==> src/psg_pkg.sv <==
// Shared types, constants, command codes and microcode for the particle spawn generator.
`default_nettype none
package psg_pkg;

   localparam int MAX_BURST = 64;

   localparam logic [63:0] GOLDEN  = 64'h9E37_79B9_7F4A_7C15;
   localparam logic [63:0] MIX_C1  = 64'hBF58_476D_1CE4_E5B9;
   localparam logic [63:0] MIX_C2  = 64'h94D0_49BB_1331_11EB;
   localparam logic [49:0] NEAR_ZERO_SQ = 50'd281;

   // Shape modes.
   localparam logic [1:0] MODE_POINT  = 2'd0;
   localparam logic [1:0] MODE_BOX    = 2'd1;
   localparam logic [1:0] MODE_SPHERE = 2'd2;
   localparam logic [1:0] MODE_CONE   = 2'd3;

   // Register indexes.
   localparam logic [3:0] REG_SHAPE_MODE  = 4'd0;
   localparam logic [3:0] REG_ORIGIN_XYZ  = 4'd1;
   localparam logic [3:0] REG_EXTENT_XYZ  = 4'd2;
   localparam logic [3:0] REG_SPEED_MIN   = 4'd3;
   localparam logic [3:0] REG_SPEED_MAX   = 4'd4;
   localparam logic [3:0] REG_LIFE_MIN    = 4'd5;
   localparam logic [3:0] REG_LIFE_MAX    = 4'd6;
   localparam logic [3:0] REG_START_COLOR = 4'd7;

   // Datapath operations.
   localparam logic [4:0] OP_NOP        = 5'd0;
   localparam logic [4:0] OP_LOAD       = 5'd1;
   localparam logic [4:0] OP_RNG_STEP   = 5'd2;
   localparam logic [4:0] OP_ACC_LD     = 5'd3;
   localparam logic [4:0] OP_ACC_ADD    = 5'd4;
   localparam logic [4:0] OP_MIX_MID    = 5'd5;
   localparam logic [4:0] OP_DRAW_DONE  = 5'd6;
   localparam logic [4:0] OP_LD_ST      = 5'd7;
   localparam logic [4:0] OP_POS        = 5'd8;
   localparam logic [4:0] OP_SV         = 5'd9;
   localparam logic [4:0] OP_LIFE       = 5'd10;
   localparam logic [4:0] OP_L2_LD      = 5'd11;
   localparam logic [4:0] OP_L2_ADD     = 5'd12;
   localparam logic [4:0] OP_SQRT_START = 5'd13;
   localparam logic [4:0] OP_DIV_START  = 5'd14;
   localparam logic [4:0] OP_EMIT       = 5'd15;
   // Only seen by the controller: expands into a random draw sequence.
   localparam logic [4:0] OP_DRAW       = 5'd16;

   // Multiplier operand selections.
   localparam logic [4:0] M_Z_C1_LL = 5'd0;
   localparam logic [4:0] M_Z_C1_LH = 5'd1;
   localparam logic [4:0] M_Z_C1_HL = 5'd2;
   localparam logic [4:0] M_Z_C2_LL = 5'd3;
   localparam logic [4:0] M_Z_C2_LH = 5'd4;
   localparam logic [4:0] M_Z_C2_HL = 5'd5;
   localparam logic [4:0] M_SX_T    = 5'd6;
   localparam logic [4:0] M_SZ_T    = 5'd7;
   localparam logic [4:0] M_POS_X   = 5'd8;
   localparam logic [4:0] M_POS_Y   = 5'd9;
   localparam logic [4:0] M_POS_Z   = 5'd10;
   localparam logic [4:0] M_SPEED   = 5'd11;
   localparam logic [4:0] M_LIFE    = 5'd12;
   localparam logic [4:0] M_VX_VX   = 5'd13;
   localparam logic [4:0] M_VY_VY   = 5'd14;
   localparam logic [4:0] M_VZ_VZ   = 5'd15;
   localparam logic [4:0] M_VX_SV   = 5'd16;
   localparam logic [4:0] M_VY_SV   = 5'd17;
   localparam logic [4:0] M_VZ_SV   = 5'd18;

   // Draw targets.
   localparam logic [3:0] D_SX = 4'd0;
   localparam logic [3:0] D_SY = 4'd1;
   localparam logic [3:0] D_SZ = 4'd2;
   localparam logic [3:0] D_T  = 4'd3;
   localparam logic [3:0] D_U  = 4'd4;
   localparam logic [3:0] D_VX = 4'd5;
   localparam logic [3:0] D_VY = 4'd6;
   localparam logic [3:0] D_VZ = 4'd7;

   // Axes.
   localparam logic [3:0] AX_X = 4'd0;
   localparam logic [3:0] AX_Y = 4'd1;
   localparam logic [3:0] AX_Z = 4'd2;

   localparam logic [5:0] PC_LAST   = 6'd36;
   localparam logic [3:0] DRAW_LAST = 4'd8;

   typedef struct packed {
      logic [4:0] op;
      logic       mul_en;
      logic [4:0] mul_sel;
      logic [3:0] dst;
      logic       last;
   } dp_cmd_type;

   typedef struct packed {
      logic cone;
      logic near_zero;
      logic unit_done;
      logic out_free;
   } dp_stat_type;

   typedef struct packed {
      dp_cmd_type cmd;
      logic       cone_only;
   } ucode_type;

   function automatic logic [15:0] sat16(input logic signed [17:0] v);
      logic [15:0] r;
      if (v > 18'sd32767) begin
         r = 16'h7FFF;
      end else if (v < -18'sd32768) begin
         r = 16'h8000;
      end else begin
         r = v[15:0];
      end
      return r;
   endfunction

   // One particle's program.
   function automatic ucode_type ucode(input logic [5:0] pc);
      ucode_type u;
      u = '0;
      case (pc)
         6'd0:  begin u.cmd.op = OP_DRAW; u.cmd.dst = D_SX; end
         6'd1:  begin u.cmd.op = OP_DRAW; u.cmd.dst = D_SY; end
         6'd2:  begin u.cmd.op = OP_DRAW; u.cmd.dst = D_SZ; end
         6'd3:  begin u.cmd.op = OP_DRAW; u.cmd.dst = D_T; u.cone_only = 1'b1; end
         6'd4:  begin u.cmd.mul_en = 1'b1; u.cmd.mul_sel = M_SX_T; u.cone_only = 1'b1; end
         6'd5:  begin u.cmd.op = OP_LD_ST; u.cone_only = 1'b1; end
         6'd6:  begin u.cmd.mul_en = 1'b1; u.cmd.mul_sel = M_POS_X; end
         6'd7:  begin u.cmd.op = OP_POS; u.cmd.dst = AX_X; end
         6'd8:  begin u.cmd.mul_en = 1'b1; u.cmd.mul_sel = M_POS_Y; end
         6'd9:  begin u.cmd.op = OP_POS; u.cmd.dst = AX_Y; end
         6'd10: begin u.cmd.mul_en = 1'b1; u.cmd.mul_sel = M_SZ_T; u.cone_only = 1'b1; end
         6'd11: begin u.cmd.op = OP_LD_ST; u.cone_only = 1'b1; end
         6'd12: begin u.cmd.mul_en = 1'b1; u.cmd.mul_sel = M_POS_Z; end
         6'd13: begin u.cmd.op = OP_POS; u.cmd.dst = AX_Z; end
         6'd14: begin u.cmd.op = OP_DRAW; u.cmd.dst = D_U; end
         6'd15: begin u.cmd.mul_en = 1'b1; u.cmd.mul_sel = M_SPEED; end
         6'd16: begin u.cmd.op = OP_SV; end
         6'd17: begin u.cmd.op = OP_DRAW; u.cmd.dst = D_VX; end
         6'd18: begin u.cmd.op = OP_DRAW; u.cmd.dst = D_VY; end
         6'd19: begin u.cmd.op = OP_DRAW; u.cmd.dst = D_VZ; end
         6'd20: begin u.cmd.mul_en = 1'b1; u.cmd.mul_sel = M_VX_VX; end
         6'd21: begin u.cmd.op = OP_L2_LD; end
         6'd22: begin u.cmd.mul_en = 1'b1; u.cmd.mul_sel = M_VY_VY; end
         6'd23: begin u.cmd.op = OP_L2_ADD; end
         6'd24: begin u.cmd.mul_en = 1'b1; u.cmd.mul_sel = M_VZ_VZ; end
         6'd25: begin u.cmd.op = OP_L2_ADD; end
         6'd26: begin u.cmd.op = OP_SQRT_START; end
         6'd27: begin u.cmd.mul_en = 1'b1; u.cmd.mul_sel = M_VX_SV; end
         6'd28: begin u.cmd.op = OP_DIV_START; u.cmd.dst = AX_X; end
         6'd29: begin u.cmd.mul_en = 1'b1; u.cmd.mul_sel = M_VY_SV; end
         6'd30: begin u.cmd.op = OP_DIV_START; u.cmd.dst = AX_Y; end
         6'd31: begin u.cmd.mul_en = 1'b1; u.cmd.mul_sel = M_VZ_SV; end
         6'd32: begin u.cmd.op = OP_DIV_START; u.cmd.dst = AX_Z; end
         6'd33: begin u.cmd.op = OP_DRAW; u.cmd.dst = D_U; end
         6'd34: begin u.cmd.mul_en = 1'b1; u.cmd.mul_sel = M_LIFE; end
         6'd35: begin u.cmd.op = OP_LIFE; end
         6'd36: begin u.cmd.op = OP_EMIT; end
         default: begin u = '0; end
      endcase
      return u;
   endfunction

   // One SplitMix64 draw: add, two 64-bit multiplies from 32-bit partial products, final mix.
   function automatic dp_cmd_type draw_cmd(input logic [3:0] ds, input logic [3:0] dst);
      dp_cmd_type c;
      c = '0;
      case (ds)
         4'd0: begin c.op = OP_RNG_STEP; end
         4'd1: begin c.mul_en = 1'b1; c.mul_sel = M_Z_C1_LL; end
         4'd2: begin c.op = OP_ACC_LD; c.mul_en = 1'b1; c.mul_sel = M_Z_C1_LH; end
         4'd3: begin c.op = OP_ACC_ADD; c.mul_en = 1'b1; c.mul_sel = M_Z_C1_HL; end
         4'd4: begin c.op = OP_MIX_MID; end
         4'd5: begin c.mul_en = 1'b1; c.mul_sel = M_Z_C2_LL; end
         4'd6: begin c.op = OP_ACC_LD; c.mul_en = 1'b1; c.mul_sel = M_Z_C2_LH; end
         4'd7: begin c.op = OP_ACC_ADD; c.mul_en = 1'b1; c.mul_sel = M_Z_C2_HL; end
         4'd8: begin c.op = OP_DRAW_DONE; c.dst = dst; end
         default: begin c = '0; end
      endcase
      return c;
   endfunction

endpackage
`default_nettype wire

==> src/psg_ctrl.sv <==
// Controller: burst acceptance, particle microprogram sequencing and draw expansion.
`default_nettype none
module psg_ctrl (
   input  wire logic                 clock,
   input  wire logic                 reset,
   input  wire logic                 req_tvalid,
   output logic                      req_tready,
   input  wire logic [6:0]           burst_count,
   input  wire psg_pkg::dp_stat_type stat,
   output psg_pkg::dp_cmd_type       cmd
);
   localparam logic [1:0] ST_IDLE = 2'd0;
   localparam logic [1:0] ST_RUN  = 2'd1;
   localparam logic [1:0] ST_DRAW = 2'd2;
   localparam logic [1:0] ST_WAIT = 2'd3;

   logic [1:0] state_ff, state_in;
   logic [5:0] pc_ff, pc_in;
   logic [3:0] ds_ff, ds_in;
   logic [6:0] count_ff, count_in;
   psg_pkg::ucode_type uc;
   logic [6:0] count_sat;

   assign uc         = psg_pkg::ucode(pc_ff);
   assign count_sat  = (burst_count > 7'(psg_pkg::MAX_BURST)) ?
                       7'(psg_pkg::MAX_BURST) : burst_count;
   assign req_tready = (state_ff == ST_IDLE);

   always_comb begin
      state_in = state_ff;
      pc_in    = pc_ff;
      ds_in    = ds_ff;
      count_in = count_ff;
      cmd      = '0;
      unique case (state_ff)
         ST_IDLE: begin
            if (req_tvalid) begin
               cmd.op   = psg_pkg::OP_LOAD;
               count_in = count_sat;
               pc_in    = '0;
               if (count_sat != 7'd0) begin
                  state_in = ST_RUN;
               end
            end
         end
         ST_RUN: begin
            if (uc.cone_only && !stat.cone) begin
               pc_in = pc_ff + 6'd1;
            end else begin
               unique case (uc.cmd.op)
                  psg_pkg::OP_DRAW: begin
                     ds_in    = '0;
                     state_in = ST_DRAW;
                  end
                  psg_pkg::OP_SQRT_START: begin
                     cmd      = uc.cmd;
                     state_in = ST_WAIT;
                  end
                  psg_pkg::OP_DIV_START: begin
                     cmd = uc.cmd;
                     if (stat.near_zero) begin
                        pc_in = pc_ff + 6'd1;
                     end else begin
                        state_in = ST_WAIT;
                     end
                  end
                  psg_pkg::OP_EMIT: begin
                     if (stat.out_free) begin
                        cmd      = uc.cmd;
                        cmd.last = (count_ff == 7'd1);
                        count_in = count_ff - 7'd1;
                        pc_in    = '0;
                        if (count_ff == 7'd1) begin
                           state_in = ST_IDLE;
                        end
                     end
                  end
                  default: begin
                     cmd   = uc.cmd;
                     pc_in = (pc_ff == psg_pkg::PC_LAST) ? 6'd0 : pc_ff + 6'd1;
                  end
               endcase
            end
         end
         ST_DRAW: begin
            cmd   = psg_pkg::draw_cmd(ds_ff, uc.cmd.dst);
            ds_in = ds_ff + 4'd1;
            if (ds_ff == psg_pkg::DRAW_LAST) begin
               pc_in    = pc_ff + 6'd1;
               state_in = ST_RUN;
            end
         end
         ST_WAIT: begin
            if (stat.unit_done) begin
               pc_in    = pc_ff + 6'd1;
               state_in = ST_RUN;
            end
         end
         default: state_in = ST_IDLE;
      endcase
   end

   always_ff @(posedge clock) begin
      if (reset) begin
         state_ff <= ST_IDLE;
         pc_ff    <= '0;
         ds_ff    <= '0;
         count_ff <= '0;
      end else begin
         state_ff <= state_in;
         pc_ff    <= pc_in;
         ds_ff    <= ds_in;
         count_ff <= count_in;
      end
   end
endmodule
`default_nettype wire

==> config.mk <==
export PLATFORM = sky130hd
export DESIGN_NAME = psg_ctrl
export DESIGN_NICKNAME = d
export VERILOG_FILES = /design/src/psg_pkg.sv /design/src/psg_ctrl.sv
export SDC_FILE = /design/constraint.sdc
export NUM_CORES = 1
export LEC_CHECK = 0
export BUFFER_PORTS_ARGS = -buffer_cell sky130_fd_sc_hd__buf_2
export CAP_MARGIN = 20
export CELL_PAD_IN_SITES_DETAIL_PLACEMENT = 1
export CELL_PAD_IN_SITES_GLOBAL_PLACEMENT = 1
export CORE_MARGIN = 4
export CORE_UTILIZATION = 39
export CTS_CLUSTER_SIZE = 25
export DETAILED_ROUTE_END_ITERATION = 7
export PLACE_DENSITY = 0.75
export SYNTH_ARGS = -nofsm -noshare
export SYNTH_HDL_FRONTEND = slang
export SYNTH_SLANG_ARGS = --single-unit
==> constraint.sdc <==
create_clock -name clock -period 3.46 [get_ports clock]
set_clock_uncertainty 0.2 [all_clocks]
set_input_delay 0.865 -clock clock [delete_from_list [all_inputs] [get_ports clock]]
set_output_delay 0.865 -clock clock [all_outputs]
set_load 0.005 [all_outputs]
==> impl_metrics.ini, run 1 <==
[outcome]
status = finished, violations left
failed_checks = setup timing

[sta]
hold_ws_ns = 0.328
tightest_slew_ns = 0.577
hold_viol = 0
clock.fmax_mhz = 263
slew_violations = 0
relSlewSlack = 0.612
fin_crit_sh = 1.10
rsz0062_at_grt = yes
fin_crit_ns = 3.80
setup_viol = 14
setup_ws_ns = -0.344
tns_ns = -3.76

[routing]
dr.first_iter.drc_count = 120
num_vias = 2897
drtPass1Iterations = 4
drtAntennaViolNets = 0
via_per_inst = 5.85
drcViolationCount = 0
wl_um = 9420
routedWlPerCell_um = 19.0

[die]
chipWidth_um = 88.3
die_area_um2 = 7800
initial_core_util = 0.399
fp.dieH_um = 88.3
rows = 29
ioPinCount = 31
core_um2 = 6310

[worst_setup_path]
cp.required_ns = 2.39
startpoint_type = flip-flop
critical_path_arrival_ns = 2.74
critPathCaptureType = output port
worstSetupPathType = flip-flop to output port
cp_max_fo = 4

[min_path]
min_path_type = flip-flop to flip-flop

[synthesis]
synth_cell_types = 67
syn_avg_cell_area_um2 = 7.40
yosysWarnings = 0
synth_fp_nets = 370
ys_ff_latch = 19
syn_inst = 340
synth_area_um2 = 2520
synthFlopType = dfxtp_1
seq_area_frac_synth = 0.151
async_flop_share = 0
synth_edf_count = 0

[clock_network]
cts_tree = built
root_buffer = clkbuf_8
worstSkewPairLatency_ns = 0.27
path_clk_slew_ns = 0.08
cts_buffer_depth = 2
cts_max_level = 1
cts_made_buffers = 3
clock_sinks = 19

[layout]
layout_commonest_cell = buf_4
seqCellArea_um2 = 395
syn_to_final_growth_pct = 34.1
finalInstanceArea_um2 = 3380
final_layout_size_suffix_gt1_frac = 0.380
nets = 449
final_cell_mix = 63 x buf_4, 36 x nor2_1, 29 x buf_2
diodes = 0
multi_input_area_um2 = 2100
num-fill-cells = 805
post-route-util = 0.535

[power]
power_leakage_nw = 1.32
seqPwrFrac = 0.210
switching_share = 0.507
combPwrFrac = 0.680
power_density_nw_per_um2 = 449
fin_total_pwr_mw = 1.51
pwr-share-clk = 0.111
ir_drop_uv = 402
p_switching_mw = 0.767
internal_power_mw = 0.747

[place]
place_area_um2 = 3020
gp_congestion = 0.932
port_buffers = 29
dp_hpwl_um = 6900

[grt]
grtUsageTotal = 0.239
antenna_found_initial = 0
grt_pass1_vias = 2992
grt_pass1_wl_um = 14900
overflow = 0
grt_max_degree = 26

[job]
cap_violations = 0
[cell type report]
class                      instances  share of cell area
tap                               77              0.0285
clock buffer                       4              0.0133
inverter                          18              0.0215
multi-input combinational        281               0.623
timing repair buffer              96               0.196
sequential                        19               0.117
[worst paths after layout]
check / cells after the start / slack, ns / start / to
worst max register to register: 14 / 0.16 / pc_ff[1]$_SDFFE_PP0P_ / count_ff[1]$_SDFFE_PP0P_
worst max-delay path: 10 / -0.34 / pc_ff[0]$_SDFFE_PP0P_ / cmd[5]
worst min register to register: 2 / 0.33 / count_ff[6]$_SDFFE_PP0P_ / count_ff[6]$_SDFFE_PP0P_
worst min-delay path: 2 / 0.33 / count_ff[6]$_SDFFE_PP0P_ / count_ff[6]$_SDFFE_PP0P_
[registers in the layout, indices dropped and copies added, names as in the netlist]
signal,count
pc_ff,6
count_ff,7
ds_ff,4
state_ff,2
[metal layers]
layer / GRT usage / vias up / share of wire
met5: 0 / - / 0
met1: 0.311 / 1439 / 0.45
met2: 0.430 / 45 / 0.52
li1: - / 1396 / -
met3: 0.0233 / 17 / 0.018
met4: 0.0481 / 0 / 0.020
[metrics by stage]
step | cells | setup WS (ns)
floorplan | 340 | 0.00141
global placement | 476 | -0.0395
detailed placement | 476 | -0.251
CTS | 484 | -0.335
global route | 495 | -0.436
finish | 495 | -0.344
[synthesized netlist by cell type (3+ instances only)]
master	number	share of area
o31ai_1	3	0.0089
o21bai_1	3	0.0089
a211oi_1	4	0.012
nor2_1	39	0.058
buf_4	5	0.015
o22ai_1	3	0.0075
o21ai_0	20	0.040
and3_1	4	0.0099
o22a_1	3	0.010
nor3_1	8	0.016
dfxtp_1	19	0.15
buf_2	5	0.0099
clkbuf_1	7	0.010
o32ai_1	4	0.014
or2_2	4	0.0099
nand2b_1	13	0.032
a22oi_1	8	0.024
ha_1	16	0.080
or3_1	9	0.022
nor4_1	4	0.0099
nand3_1	10	0.020
nand2_1	29	0.043
a21oi_1	26	0.052
inv_1	17	0.025
mux2i_1	6	0.024
or4_1	5	0.015
nor2b_1	5	0.012
nand3b_1	6	0.018
buf_6	3	0.013
[power by group through the flow]
stage	logic, mW	clock network (mW)	registers [mW]
2_1_floorplan	0.649	0	0.308
3_3_place_gp	0.884	0	0.318
3_5_place_dp	0.914	0	0.322
4_1_cts	0.947	0.169	0.318
5_1_grt	1.13	0.180	0.325
6_report	1.03	0.168	0.317
[timing repair]
action,in CTS,in global routing
endpoints found under the setup margin,15,15
pin swaps,14,13
cloned,0,0
setup buffers,5,13
hold buffers,0,0
resized for setup,29,17
[cell families (layout without fill, tap and decap cells)]
| kind of cell | Yosys count | in the layout | synth area share |
|---|---|---|---|
| XOR/XNOR | 3 | 3 | 0.0104 |
| AND/OR/NAND/NOR | 152 | 152 | 0.327 |
| other | 1 | 1 | 0.00149 |
| AO/OA/AOI/OAI | 101 | 101 | 0.310 |
| flip-flops | 19 | 19 | 0.151 |
| adder cells (fa/ha/maj) | 16 | 16 | 0.0795 |
| multiplexers | 8 | 8 | 0.0328 |
| buffers and inverters | 40 | 118 | 0.0875 |
[critical path, cell delays in order, from the launching register on]
cell and delay (ns):
dfxtp_4 0.37, ha_2 0.23, o21bai_4 0.15, o22ai_2 0.10, or4_4 0.56, or3_4 0.41, buf_4 0.17, o211ai_1 0.12
o22a_1 0.17, nor2_1 0.05, buf_2 0.13
(Power assumes the default switching activity.)
==> inputs of run 2 (changes only) <==
- CORE_UTILIZATION: 39 -> 47
- PLACE_DENSITY: 0.75 -> 0.85
- clock period: 3.46 -> 4.9 ns (I/O delays scaled with it)
==> run 2 against run 1 <==
Net effect: critical path depth unchanged; clock-buffer cell count decreased by 1; worst setup slack improved by 0.59 ns; combinational power decreased by 41%; sequential cell count unchanged; via count decreased by 10%; total power decreased by 38%; core utilization decreased by 1.3 points; clock power decreased by 32%; hold slack improved by 0.0018 ns; sequential power decreased by 29%; the run now ends clean; die area decreased by 16%.
==> impl_metrics.ini, run 2 (synthesis gave the netlist of run 1 again) <==
[clock_network]
cts_made_buffers = 3
worstSkewPairLatency_ns = 0.26
cts_max_level = 1
cts_tree = built
root_buffer = clkbuf_8
path_clk_slew_ns = 0.07
clock_sinks = 19
cts_buffer_depth = 2
hold_buffers = 0

[min_path]
min_path_type = flip-flop to flip-flop
min-delay-start = count_ff[5]$_SDFFE_PP0P_

[sta]
fin_crit_ns = 4.65
hold_ws_ns = 0.330
tightest_slew_ns = 0.774
setup_ws_ns = 0.249
setup_viol = 0
fin_crit_sh = 0.949
slew_violations = 0
hold_viol = 0
tns_ns = 0
clock.fmax_mhz = 215
relSlewSlack = 0.477

[worst_setup_path]
worstSetupPathType = flip-flop to output port
cp.required_ns = 3.47
reg2reg_from = pc_ff[5]$_SDFFE_PP0P_
critical_path_arrival_ns = 3.23
critPathLaunch = pc_ff[0]$_SDFFE_PP0P_
startpoint_type = flip-flop
cp_max_fo = 8
critPathCaptureType = output port

[die]
fp.dieH_um = 81.2
chipWidth_um = 81.2
die_area_um2 = 6590
rows = 26
core_um2 = 5140
initial_core_util = 0.490
ioPinCount = 31

[routing]
wl_um = 7710
routedWlPerCell_um = 18.1
drtAntennaViolNets = 0
num_vias = 2607
drcViolationCount = 0
dr.first_iter.drc_count = 170
via_per_inst = 6.12
drtPass1Iterations = 4

[layout]
top_register = count_ff
multi_input_area_um2 = 1920
final_layout_size_suffix_gt1_frac = 0.177
syn_to_final_growth_pct = 6.61
reg_top3 = count_ff: 7 flops, pc_ff: 6 flops, ds_ff: 4 flops
layout_commonest_cell = nor2_1
largest_reg_flops = 7
final_cell_mix = 39 x nor2_1, 29 x nand2_1, 29 x buf_2
diodes = 0
num-fill-cells = 697
post-route-util = 0.522
nets = 387
seqCellArea_um2 = 380

[grt]
grt_max_degree = 26
antenna_found_initial = 0
overflow = 0
grt_pass1_wl_um = 12600
grt_pass1_vias = 2553
grtUsageTotal = 0.242

[place]
dp_hpwl_um = 5890
place_ws_ns = 0.338
gp_congestion = 0.956
port_buffers = 29

[outcome]
status = finished clean

[power]
power_density_nw_per_um2 = 352
ir_drop_uv = 232
power_leakage_nw = 0.983

[job]
cap_violations = 0
[run 2: through the flow]
stage          power [mW]  cells  area [um^2]
4_1_cts             0.947    426         2680
5_1_grt              1.03    426         2680
2_1_floorplan       0.664    340         2520
3_3_place_gp        0.800    422         2640
3_5_place_dp        0.826    422         2640
6_report            0.946    426         2680
[run 2: what timing repair did]
item                       CTS  global route
resized for setup            0             2
setup endpoints to repair    0             4
setup buffers                0             0
[run 2: area by class of cell]
| cell class | count | share of cell area |
|---|---|---|
| Sequential cell | 19 | 0.142 |
| Timing Repair Buffer | 34 | 0.0681 |
| Multi-Input combinational cell | 281 | 0.715 |
| Tap cell | 70 | 0.0326 |
| Clock inverter | 1 | 0.00186 |
| Inverter | 18 | 0.0252 |
| Clock buffer | 3 | 0.0154 |
[run 2: power by group]
group | switching, mW | leakage, nW | internal, mW
Clock | 0.0570 | 0.0255 | 0.0566
Combinational | 0.388 | 0.803 | 0.220
Sequential | 0.0387 | 0.155 | 0.186
[run 2: critical path, cell delays in order, from the launching register on]
cell and delay, ns:
dfxtp_1 0.43, inv_1 0.11, ha_1 0.33, o21bai_1 0.18
o22ai_1 0.13, or4_4 0.55, or3_1 0.46, o211a_1 0.22
o21ai_1 0.30, nor2_1 0.10, buf_2 0.14
[run 2: layer usage]
layer  vias up  wire length (um)  GRT usage
met5         -                 0          0
li1       1269                 -          -
met4         0               127     0.0625
met3        16               358     0.0310
met1      1258              3550      0.324
met2        64              3670      0.407
[run 2: final timing paths]
kind                               to  slack (ns)  depth (start not counted)
max reg2reg  count_ff[3]$_SDFFE_PP0P_        1.52                          8
min reg2reg  count_ff[5]$_SDFFE_PP0P_        0.33                          2
min          count_ff[5]$_SDFFE_PP0P_        0.33                          2
max                            cmd[2]        0.25                         10
